`config.mk`:
```
export PLATFORM = sky130hd
export DESIGN_NAME = lsd_decimal_radix_sort
export DESIGN_NICKNAME = d
export VERILOG_FILES = /design/src/lsdrs_pkg.sv /design/src/lsd_decimal_radix_sort.sv /design/src/lsdrs_ram.sv /design/src/lsdrs_digit.sv /design/src/lsdrs_buckets.sv
export SDC_FILE = /design/constraint.sdc
export NUM_CORES = 2
export LEC_CHECK = 0
export BUFFER_PORTS_ARGS = -buffer_cell sky130_fd_sc_hd__buf_2
export CAP_MARGIN = 20
export CORE_ASPECT_RATIO = 1.5
export CORE_MARGIN = 5
export CORE_UTILIZATION = 40
export DETAILED_ROUTE_END_ITERATION = 7
export PLACE_DENSITY = 0.62
export SETUP_SLACK_MARGIN = 0.4
export SLEW_MARGIN = 20
export SYNTH_ARGS = -nofsm -noshare
export SYNTH_HDL_FRONTEND = slang
export SYNTH_SLANG_ARGS = --single-unit
```
`constraint.sdc`:
```
create_clock -name clk -period 14.47 [get_ports clk]
set_clock_uncertainty 0.2 [all_clocks]
set_input_delay 2.894 -clock clk [delete_from_list [all_inputs] [get_ports clk]]
set_output_delay 2.894 -clock clk [all_outputs]
set_load 0.05 [all_outputs]
```
`src/lsdrs_pkg.sv`:
```
`default_nettype none
// ----------------------------------------------------------------------------
// lsdrs_pkg: shared types and constants of the LSD decimal radix sorter
// Holds the sizing constants, the channel structs, the layout of one memory
// entry, the bucket control bundle and the divide-by-ten helper.
// ----------------------------------------------------------------------------
package lsdrs_pkg;

	localparam int CAPACITY    = 64;
	localparam int VALUE_WIDTH = 16;
	localparam int SAMPLE_W    = 16;
	localparam int RADIX       = 10;

	localparam int ADDR_W  = (CAPACITY > 1) ? $clog2(CAPACITY) : 1;
	localparam int CNT_W   = $clog2(CAPACITY + 1);
	localparam int DIGIT_W = $clog2(RADIX);
	localparam int ENTRY_W = 2 * VALUE_WIDTH;

	// x / 10 == (x * RECIP) >> RECIP_SHIFT for every x below 2**VALUE_WIDTH
	localparam int RECIP_SHIFT = VALUE_WIDTH + 3;
	localparam logic [VALUE_WIDTH-1:0] RECIP =
		VALUE_WIDTH'(((64'd1 << RECIP_SHIFT) + 64'd9) / 64'd10);

	typedef struct packed {
		logic [SAMPLE_W-1:0] sample_value;
		logic                final_item;
	} sort_in_t;

	typedef struct packed {
		logic [SAMPLE_W-1:0] sorted_value;
		logic                run_end;
		logic                items_dropped;
	} sort_out_t;

	// One memory word: the original value and its quotient by the current weight
	typedef struct packed {
		logic [VALUE_WIDTH-1:0] value;
		logic [VALUE_WIDTH-1:0] quot;
	} entry_t;

	typedef struct packed {
		logic               clear;
		logic               count_en;
		logic               prefix_en;
		logic [DIGIT_W-1:0] prefix_idx;
		logic               take_en;
		logic [DIGIT_W-1:0] digit;
	} bkt_ctrl_t;

	function automatic logic [VALUE_WIDTH-1:0] div10(input logic [VALUE_WIDTH-1:0] x);
		logic [2*VALUE_WIDTH-1:0] prod;
		prod = (2*VALUE_WIDTH)'(x) * (2*VALUE_WIDTH)'(RECIP);
		return VALUE_WIDTH'(prod >> RECIP_SHIFT);
	endfunction

endpackage
`default_nettype wire

```
`src/lsd_decimal_radix_sort.sv`:
```
`default_nettype none
// ----------------------------------------------------------------------------
// lsd_decimal_radix_sort: collect a set of values, sort it, stream it out
// Values enter one request per cycle and are written to a RAM while the
// running maximum is kept; requests beyond CAPACITY are dropped and flagged.
// A request marked final_item closes the set. The block then runs one LSD
// decimal pass per digit of the maximum (none if the maximum is zero). Each
// pass is a counting sweep over the RAM, a prefix sum over the ten bucket
// counters and a distribution sweep into the second RAM, which then becomes
// the source. Every RAM word carries the value and its quotient by the
// current power of ten, so a pass only divides by ten. Results then leave
// in ascending order, each read from the RAM and held until the downstream
// side accepts it; run_end marks the last one and items_dropped is set on
// every result of a set that lost requests. The sweeps over the single
// read port of each RAM set the sort time; 16-bit values need up to five
// passes. No new value is taken from the start of the sort until the last
// result has been accepted.
// ----------------------------------------------------------------------------
module lsd_decimal_radix_sort import lsdrs_pkg::*; (
	input  logic      clk,
	input  logic      arst_n,
	input  logic      sample_valid,
	output logic      sample_stall,
	input  sort_in_t  sample,
	output logic      result_valid,
	input  logic      result_stall,
	output sort_out_t result
);

	typedef enum logic [6:0] {
		ST_LOAD      = 7'b0000001,
		ST_COUNT     = 7'b0000010,
		ST_PREFIX    = 7'b0000100,
		ST_DIST      = 7'b0001000,
		ST_EMIT_RD   = 7'b0010000,
		ST_EMIT_WAIT = 7'b0100000,
		ST_EMIT_HOLD = 7'b1000000
	} state_t;

	state_t                 state_q;
	logic [CNT_W-1:0]       count_q;
	logic [VALUE_WIDTH-1:0] max_q;
	logic                   drop_q;
	logic                   sel_q;      // 0: ram0 holds the current order
	logic [CNT_W-1:0]       rd_idx_q;
	logic                   rd_v_s1;
	logic [DIGIT_W-1:0]     prefix_idx_q;
	logic                   out_valid_q;
	sort_out_t              out_q;

	logic                   accept;
	logic                   room;
	logic [VALUE_WIDTH-1:0] in_value;
	logic [VALUE_WIDTH-1:0] max_nxt;
	logic [VALUE_WIDTH-1:0] max_div;
	logic                   sweeping;
	logic                   issue;
	logic                   sweep_done;
	logic                   last_pos;

	logic [ENTRY_W-1:0]     ram0_rd;
	logic [ENTRY_W-1:0]     ram1_rd;
	logic                   ram0_we;
	logic                   ram1_we;
	logic [ADDR_W-1:0]      ram0_wa;
	logic [ENTRY_W-1:0]     ram0_wd;
	logic [ADDR_W-1:0]      rd_addr;
	entry_t                 src_entry;
	entry_t                 dist_entry;

	logic                   dig_valid;
	logic [VALUE_WIDTH-1:0] dig_value;
	logic [VALUE_WIDTH-1:0] dig_quot;
	logic [DIGIT_W-1:0]     dig_digit;
	bkt_ctrl_t              bkt_ctrl;
	logic [CNT_W-1:0]       bkt_offset;
	logic                   go_count;

	// ---- load side --------------------------------------------------------
	assign sample_stall = (state_q != ST_LOAD);
	assign accept       = sample_valid && !sample_stall;
	assign room         = (count_q < CNT_W'(CAPACITY));
	assign in_value     = VALUE_WIDTH'(sample.sample_value);
	assign max_nxt      = (room && (in_value > max_q)) ? in_value : max_q;
	assign max_div      = div10(max_q);

	// ---- sweep control shared by counting and distribution ----------------
	assign sweeping   = (state_q == ST_COUNT) || (state_q == ST_DIST);
	assign issue      = sweeping && (rd_idx_q < count_q);
	assign sweep_done = sweeping && (rd_idx_q == count_q) && !rd_v_s1 && !dig_valid;
	assign rd_addr    = rd_idx_q[ADDR_W-1:0];
	assign src_entry  = sel_q ? entry_t'(ram1_rd) : entry_t'(ram0_rd);
	assign last_pos   = ((rd_idx_q + 1'b1) == count_q);

	// Clear the buckets on every entry into a counting sweep
	assign go_count = (accept && sample.final_item && (max_nxt != '0))
		|| (state_q == ST_DIST && sweep_done && (max_div != '0));

	always_comb begin
		bkt_ctrl            = '0;
		bkt_ctrl.clear      = go_count;
		bkt_ctrl.count_en   = (state_q == ST_COUNT) && dig_valid;
		bkt_ctrl.prefix_en  = (state_q == ST_PREFIX);
		bkt_ctrl.prefix_idx = prefix_idx_q;
		bkt_ctrl.take_en    = (state_q == ST_DIST) && dig_valid;
		bkt_ctrl.digit      = dig_digit;
	end

	// ---- RAM write ports: load into ram0, distribute into the other one ---
	assign dist_entry.value = dig_value;
	assign dist_entry.quot  = dig_quot;

	always_comb begin
		ram0_we = 1'b0;
		ram0_wa = count_q[ADDR_W-1:0];
		ram0_wd = {in_value, in_value};
		if (state_q == ST_LOAD) begin
			ram0_we = accept && room;
		end else begin
			ram0_we = bkt_ctrl.take_en && sel_q;
			ram0_wa = bkt_offset[ADDR_W-1:0];
			ram0_wd = ENTRY_W'(dist_entry);
		end
	end

	assign ram1_we = bkt_ctrl.take_en && !sel_q;

	lsdrs_ram #(
		.DEPTH (CAPACITY),
		.WIDTH (ENTRY_W)
	) u_ram0 (
		.clk     (clk),
		.wr_en   (ram0_we),
		.wr_addr (ram0_wa),
		.wr_data (ram0_wd),
		.rd_addr (rd_addr),
		.rd_data (ram0_rd)
	);

	lsdrs_ram #(
		.DEPTH (CAPACITY),
		.WIDTH (ENTRY_W)
	) u_ram1 (
		.clk     (clk),
		.wr_en   (ram1_we),
		.wr_addr (bkt_offset[ADDR_W-1:0]),
		.wr_data (ENTRY_W'(dist_entry)),
		.rd_addr (rd_addr),
		.rd_data (ram1_rd)
	);

	lsdrs_digit u_digit (
		.clk         (clk),
		.arst_n      (arst_n),
		.entry_valid (rd_v_s1 && sweeping),
		.entry       (src_entry),
		.digit_valid (dig_valid),
		.value       (dig_value),
		.quot        (dig_quot),
		.digit       (dig_digit)
	);

	lsdrs_buckets u_buckets (
		.clk    (clk),
		.arst_n (arst_n),
		.ctrl   (bkt_ctrl),
		.offset (bkt_offset)
	);

	// ---- sequencer ---------------------------------------------------------
	always_ff @(posedge clk or negedge arst_n) begin
		if (!arst_n) begin
			state_q      <= ST_LOAD;
			count_q      <= '0;
			max_q        <= '0;
			drop_q       <= 1'b0;
			sel_q        <= 1'b0;
			rd_idx_q     <= '0;
			rd_v_s1      <= 1'b0;
			prefix_idx_q <= '0;
			out_valid_q  <= 1'b0;
		end else begin
			rd_v_s1 <= issue;
			if (issue) begin
				rd_idx_q <= rd_idx_q + 1'b1;
			end
			case (state_q)
				ST_LOAD: begin
					if (accept) begin
						max_q <= max_nxt;
						if (room) begin
							count_q <= count_q + 1'b1;
						end else begin
							drop_q <= 1'b1;
						end
						if (sample.final_item) begin
							rd_idx_q <= '0;
							// an all-zero set is already in order
							state_q  <= (max_nxt != '0) ? ST_COUNT : ST_EMIT_RD;
						end
					end
				end
				ST_COUNT: begin
					if (sweep_done) begin
						prefix_idx_q <= '0;
						state_q      <= ST_PREFIX;
					end
				end
				ST_PREFIX: begin
					prefix_idx_q <= prefix_idx_q + 1'b1;
					if (prefix_idx_q == DIGIT_W'(RADIX - 1)) begin
						rd_idx_q <= '0;
						state_q  <= ST_DIST;
					end
				end
				ST_DIST: begin
					if (sweep_done) begin
						// swap source and destination, advance the weight
						sel_q    <= !sel_q;
						max_q    <= max_div;
						rd_idx_q <= '0;
						state_q  <= (max_div != '0) ? ST_COUNT : ST_EMIT_RD;
					end
				end
				ST_EMIT_RD: begin
					state_q <= ST_EMIT_WAIT;
				end
				ST_EMIT_WAIT: begin
					out_valid_q <= 1'b1;
					rd_idx_q    <= rd_idx_q + 1'b1;
					state_q     <= ST_EMIT_HOLD;
				end
				ST_EMIT_HOLD: begin
					if (!result_stall) begin
						out_valid_q <= 1'b0;
						if (out_q.run_end) begin
							count_q  <= '0;
							max_q    <= '0;
							drop_q   <= 1'b0;
							sel_q    <= 1'b0;
							rd_idx_q <= '0;
							state_q  <= ST_LOAD;
						end else begin
							state_q <= ST_EMIT_RD;
						end
					end
				end
				default: begin
					state_q <= ST_LOAD;
				end
			endcase
		end
	end

	// Output register: loaded from the RAM data once per result
	always_ff @(posedge clk) begin
		if (state_q == ST_EMIT_WAIT) begin
			out_q.sorted_value  <= SAMPLE_W'(src_entry.value);
			out_q.run_end       <= last_pos;
			out_q.items_dropped <= drop_q;
		end
	end

	assign result_valid = out_valid_q;
	assign result       = out_q;

	// ---- assertions --------------------------------------------------------
	a_count_in_range: assert property (@(posedge clk) disable iff (!arst_n)
		count_q <= CNT_W'(CAPACITY))
		else $error("stored count exceeds capacity");

	a_sweep_in_range: assert property (@(posedge clk) disable iff (!arst_n)
		rd_idx_q <= count_q)
		else $error("read index ran past the set");

	a_take_in_range: assert property (@(posedge clk) disable iff (!arst_n)
		bkt_ctrl.take_en |-> (bkt_offset < count_q))
		else $error("bucket offset outside the set");

	a_result_only_emit: assert property (@(posedge clk) disable iff (!arst_n)
		result_valid |-> (state_q == ST_EMIT_HOLD) && sample_stall)
		else $error("result shown outside emission");

	a_one_result_per_read: assert property (@(posedge clk) disable iff (!arst_n)
		$rose(result_valid) |-> $past(state_q == ST_EMIT_WAIT))
		else $error("result raised without a RAM read");

endmodule
`default_nettype wire

```
`src/lsdrs_ram.sv`:
```
`default_nettype none
// ----------------------------------------------------------------------------
// lsdrs_ram: simple dual-port RAM
// One write port and one read port, read data registered.
// ----------------------------------------------------------------------------
module lsdrs_ram #(
	parameter int DEPTH = 64,
	parameter int WIDTH = 32
) (
	input  logic                                    clk,
	input  logic                                    wr_en,
	input  logic [((DEPTH > 1) ? $clog2(DEPTH) : 1)-1:0] wr_addr,
	input  logic [WIDTH-1:0]                        wr_data,
	input  logic [((DEPTH > 1) ? $clog2(DEPTH) : 1)-1:0] rd_addr,
	output logic [WIDTH-1:0]                        rd_data
);

	logic [WIDTH-1:0] mem [DEPTH];

	always_ff @(posedge clk) begin
		if (wr_en) begin
			mem[wr_addr] <= wr_data;
		end
	end

	always_ff @(posedge clk) begin
		rd_data <= mem[rd_addr];
	end

endmodule
`default_nettype wire

```
`src/lsdrs_digit.sv`:
```
`default_nettype none
// ----------------------------------------------------------------------------
// lsdrs_digit: digit extraction stage
// Register the entry and its quotient by ten, then form the decimal digit
// as the remainder q - 10 * (q / 10).
// ----------------------------------------------------------------------------
module lsdrs_digit import lsdrs_pkg::*; (
	input  logic                   clk,
	input  logic                   arst_n,
	input  logic                   entry_valid,
	input  entry_t                 entry,
	output logic                   digit_valid,
	output logic [VALUE_WIDTH-1:0] value,
	output logic [VALUE_WIDTH-1:0] quot,
	output logic [DIGIT_W-1:0]     digit
);

	logic                   valid_s2;
	logic [VALUE_WIDTH-1:0] value_s2;
	logic [VALUE_WIDTH-1:0] q_s2;
	logic [VALUE_WIDTH-1:0] quot_s2;
	logic [VALUE_WIDTH-1:0] rem;

	always_ff @(posedge clk or negedge arst_n) begin
		if (!arst_n) begin
			valid_s2 <= 1'b0;
		end else begin
			valid_s2 <= entry_valid;
		end
	end

	always_ff @(posedge clk) begin
		value_s2 <= entry.value;
		q_s2     <= entry.quot;
		quot_s2  <= div10(entry.quot);
	end

	assign rem         = q_s2 - ((quot_s2 << 3) + (quot_s2 << 1));
	assign digit_valid = valid_s2;
	assign value       = value_s2;
	assign quot        = quot_s2;
	assign digit       = rem[DIGIT_W-1:0];

endmodule
`default_nettype wire

```
`src/lsdrs_buckets.sv`:
```
`default_nettype none
// ----------------------------------------------------------------------------
// lsdrs_buckets: ten bucket counters / offsets
// Count digits, turn counts into start offsets one bucket a cycle, then
// hand out and advance the offset of a digit's bucket.
// ----------------------------------------------------------------------------
module lsdrs_buckets import lsdrs_pkg::*; (
	input  logic             clk,
	input  logic             arst_n,
	input  bkt_ctrl_t        ctrl,
	output logic [CNT_W-1:0] offset
);

	logic [CNT_W-1:0] bkt_q [RADIX];
	logic [CNT_W-1:0] run_q;

	always_ff @(posedge clk or negedge arst_n) begin
		if (!arst_n) begin
			for (int i = 0; i < RADIX; i++) begin
				bkt_q[i] <= '0;
			end
			run_q <= '0;
		end else if (ctrl.clear) begin
			for (int i = 0; i < RADIX; i++) begin
				bkt_q[i] <= '0;
			end
			run_q <= '0;
		end else if (ctrl.count_en || ctrl.take_en) begin
			bkt_q[ctrl.digit] <= bkt_q[ctrl.digit] + 1'b1;
		end else if (ctrl.prefix_en) begin
			bkt_q[ctrl.prefix_idx] <= run_q;
			run_q                  <= run_q + bkt_q[ctrl.prefix_idx];
		end
	end

	assign offset = bkt_q[ctrl.digit];

endmodule
`default_nettype wire
```
==> impl_metrics.env <==
export IMPL_status="completed"
export IMPL_dp_hpwl_um=260300
export IMPL_ys_warn_count=0
export IMPL_rsz0062_at_grt="false"
export IMPL_tightest_slew_ns=1.124
export IMPL_antenna_found_initial=22
export IMPL_grt_busiest_layer="met2"
export IMPL_synth_distinct_cells=90
export IMPL_crit_fanout=78
export IMPL_via_count=80476
export IMPL_r2r_cells=22
export IMPL_maxCapViolations=0
export IMPL_required_ns=15.07
export IMPL_dp_slack_ns=7.132
export IMPL_die_w_um=540.5
export IMPL_p_per_area_nw_per_um2=247.0
export IMPL_yosysMostFrequentCell="edfxtp_1"
export IMPL_grt_pass1_vias=85462
export IMPL_postCtsHoldBufs=0
export IMPL_tns_ns=0
export IMPL_place_area_um2=177500
export IMPL_grt_overflow_total=0
export IMPL_syn_inst=7869
export IMPL_grt_max_degree=128
export IMPL_dieArea_um2=435500
export IMPL_nets=8625
export IMPL_root_buffer="clkbuf_16"
export IMPL_grt_usage_pct=19.40
export IMPL_die_h_um=805.7
export IMPL_fin_crit_ns=7.339
export IMPL_p_leak_nw=55.87
export IMPL_yosys_top_cells_area="edfxtp_1 70%, mux4_2 17%, ha_1 2.2%, fa_1 1.9%, dfrtp_1 1.6%"
export IMPL_final_layout_size_suffix_gt1_share_pct=28.17
export IMPL_areaGrowthSynthToFinish_pct=12.52
export IMPL_synthArstFlopShare_pct=2.713
export IMPL_grtUsageMet3_pct=2.706
export IMPL_synth_avg_cell_area_um2=21.46
export IMPL_cts_max_level=5
export IMPL_synth_edff_count=3922
export IMPL_initial_utilization_pct=40.08
export IMPL_clock_latency_ns=0.93
export IMPL_fin_ws_ns=7.131
export IMPL_drv_slew=0
export IMPL_path_clk_slew_ns=0.07
export IMPL_synth_top_cell_by_area="edfxtp_1"
export IMPL_worst_hold_slack_ns=0.2581
export IMPL_ant_nets=0
export IMPL_hold_viol=0
export IMPL_postCtsSetupRepairBufs=0
export IMPL_wl_per_cell_um=30.36
export IMPL_synth_main_ff_cell="edfxtp_1"
export IMPL_cts_buffers=374
export IMPL_max_slew_margin_pct=25.10
export IMPL_drc=0
export IMPL_detail_route_iter0_violations=7667
export IMPL_setup_violations_final=0
export IMPL_cts_buffer_depth=4
export IMPL_fin_crit_sh_pct=50.72
export IMPL_core_area_um2=421200
export IMPL_cp_start_kind="register"
export IMPL_finalWirelength_um=426200
export IMPL_drt_first_pass_iters=6
export IMPL_hold_path_class="register to register"
export IMPL_synth_net_count=8351
export IMPL_grt_util_met1_pct=23.91
export IMPL_rows=292
export IMPL_holdPathStages=0
export IMPL_ys_top_cells_by_count="3922 x edfxtp_1, 1304 x mux4_2, 326 x inv_1"
export IMPL_end_kind="register"
export IMPL_grt_pass1_wl_um=618500
export IMPL_synth_seq_area_share_pct=72.53
export IMPL_via_per_inst=5.732
export IMPL_cts_tree="built"
export IMPL_cts_repair_resized=0
export IMPL_ys_seq_elements=4128
export IMPL_syn_cell_area_um2=168800
export IMPL_max_freq_mhz=136.3
export IMPL_grtUsageMet2_pct=35.39
export IMPL_crit_type="register to register"
export IMPL_irDropWorstVdd_uv=472.9
export IMPL_pin_count=41
export IMPL_place_gp_congestion=0.8847
export IMPL_fillCellCount=34880
export IMPL_synth_top_area_share_pct=69.75
export IMPL_portBuffers=40
export IMPL_finalInstanceArea_um2=190000
export IMPL_cts_sinks=4128
export IMPL_reg2reg_slack_ns=7.13
export IMPL_worstPathArrival_ns=7.94
-- critical path, cell delays in order, from the launching register on --
cell and delay [ns]:
dfrtp_1 0.63, inv_1 0.13, ha_1 0.31, inv_1 0.20, ha_1 0.19, inv_1 0.06
fa_1 0.53, inv_1 0.06, fa_1 0.52, fa_1 0.50, inv_1 0.05, fa_1 0.47
inv_1 0.04, ha_1 0.34, nand4_1 0.27, a2111o_1 0.51, and3_1 0.18, a311oi_1 0.46
nor3_1 0.14, and4_1 0.26, a32o_4 0.53, or2_1 0.44, a21oi_1 0.17
-- state kept, by name, summed over array words and instances (netlist names), 6 cells and up --
register,count
count_q,7
max_q,16
rd_idx_q,7
result,18
state_q,7
u_buckets.bkt_q,60
u_buckets.run_q,6
u_digit.quot,13
u_digit.value,16
u_ram0.mem,2048
u_ram0.rd_data,32
u_ram1.mem,1856
u_ram1.rd_data,29
-- final timing paths --
| kind | startpoint | endpoint |
|---|---|---|
| worst max-delay path | max_q[14]$_DFFE_PN0P_ | u_buckets.bkt_q[52]$_DFFE_PN0P_ |
| worst min-delay path | drop_q$_DFFE_PN0P_ | result[0]$_DFFE_PP_ |
| worst max register to register | max_q[14]$_DFFE_PN0P_ | u_buckets.bkt_q[52]$_DFFE_PN0P_ |
| worst min register to register | drop_q$_DFFE_PN0P_ | result[0]$_DFFE_PP_ |
| max in group asynchronous | arst_n | u_buckets.bkt_q[29]$_DFFE_PN0P_ |
| min in group asynchronous | arst_n | rd_idx_q[1]$_DFF_PN0_ |
-- cell families after synthesis --
group / count (synthesis) / share of synthesized area (%)
buffers and inverters: 691 / 1.598
adders and majority gates: 461 / 4.132
xor gates and xnor gates: 53 / 0.3031
muxes: 1356 / 17.73
AOI/OAI and AO/OA: 459 / 1.735
and+or+nand+nor: 721 / 1.972
DFF: 4128 / 72.53
-- layer usage --
layer / wire, µm / share of wire, %
met5: 16 / 0.0038
met4: 14170 / 3.3
met3: 23570 / 5.5
met2: 229000 / 54
met1: 159400 / 37
-- area by class of cell --
type,count,area [µm²],share of cell area [%]
Tap cell,5586,6989,3.679
Timing Repair Buffer,263,2046,1.077
Multi-Input combinational cell,3050,44850,23.61
Clock inverter,203,2246,1.182
Inverter,326,1224,0.6441
Antenna cell,8,20.02,0.01054
Sequential cell,4128,122500,64.50
Clock buffer,476,10070,5.302
-- stage by stage --
| stage | utilization, % | power (mW) | instances |
|---|---|---|---|
| 3_3_place_gp | 42.13 | 36.66 | 13350 |
| 3_5_place_dp | 42.13 | 37.07 | 13350 |
| 6_report | 45.10 | 46.92 | 14040 |
| 5_1_grt | 45.10 | 49.77 | 14033 |
| 2_1_floorplan | - | 30.08 | 7869 |
| 4_1_cts | 45.05 | 47.24 | 14029 |
-- power breakdown --
group	leakage (nW)	switching [mW]	internal [mW]
logic	15.8	13.2	8.13
clock network	5.97	4.35	5.73
registers	34.1	0.497	15.0
-- placed cells by master (no fill, tap or decap), drive strengths merged, types with 125 or more instances in the layout --
master	synthesis	final
a21oi	150	150
buf	96	263
clkbuf	269	476
clkinv	0	125
edfxtp	3922	3922
fa	161	161
ha	300	300
inv	326	338
mux4	1305	1305
nand2	193	193
nor2	284	284
o21ai	125	125
(Power assumes the default switching activity.)
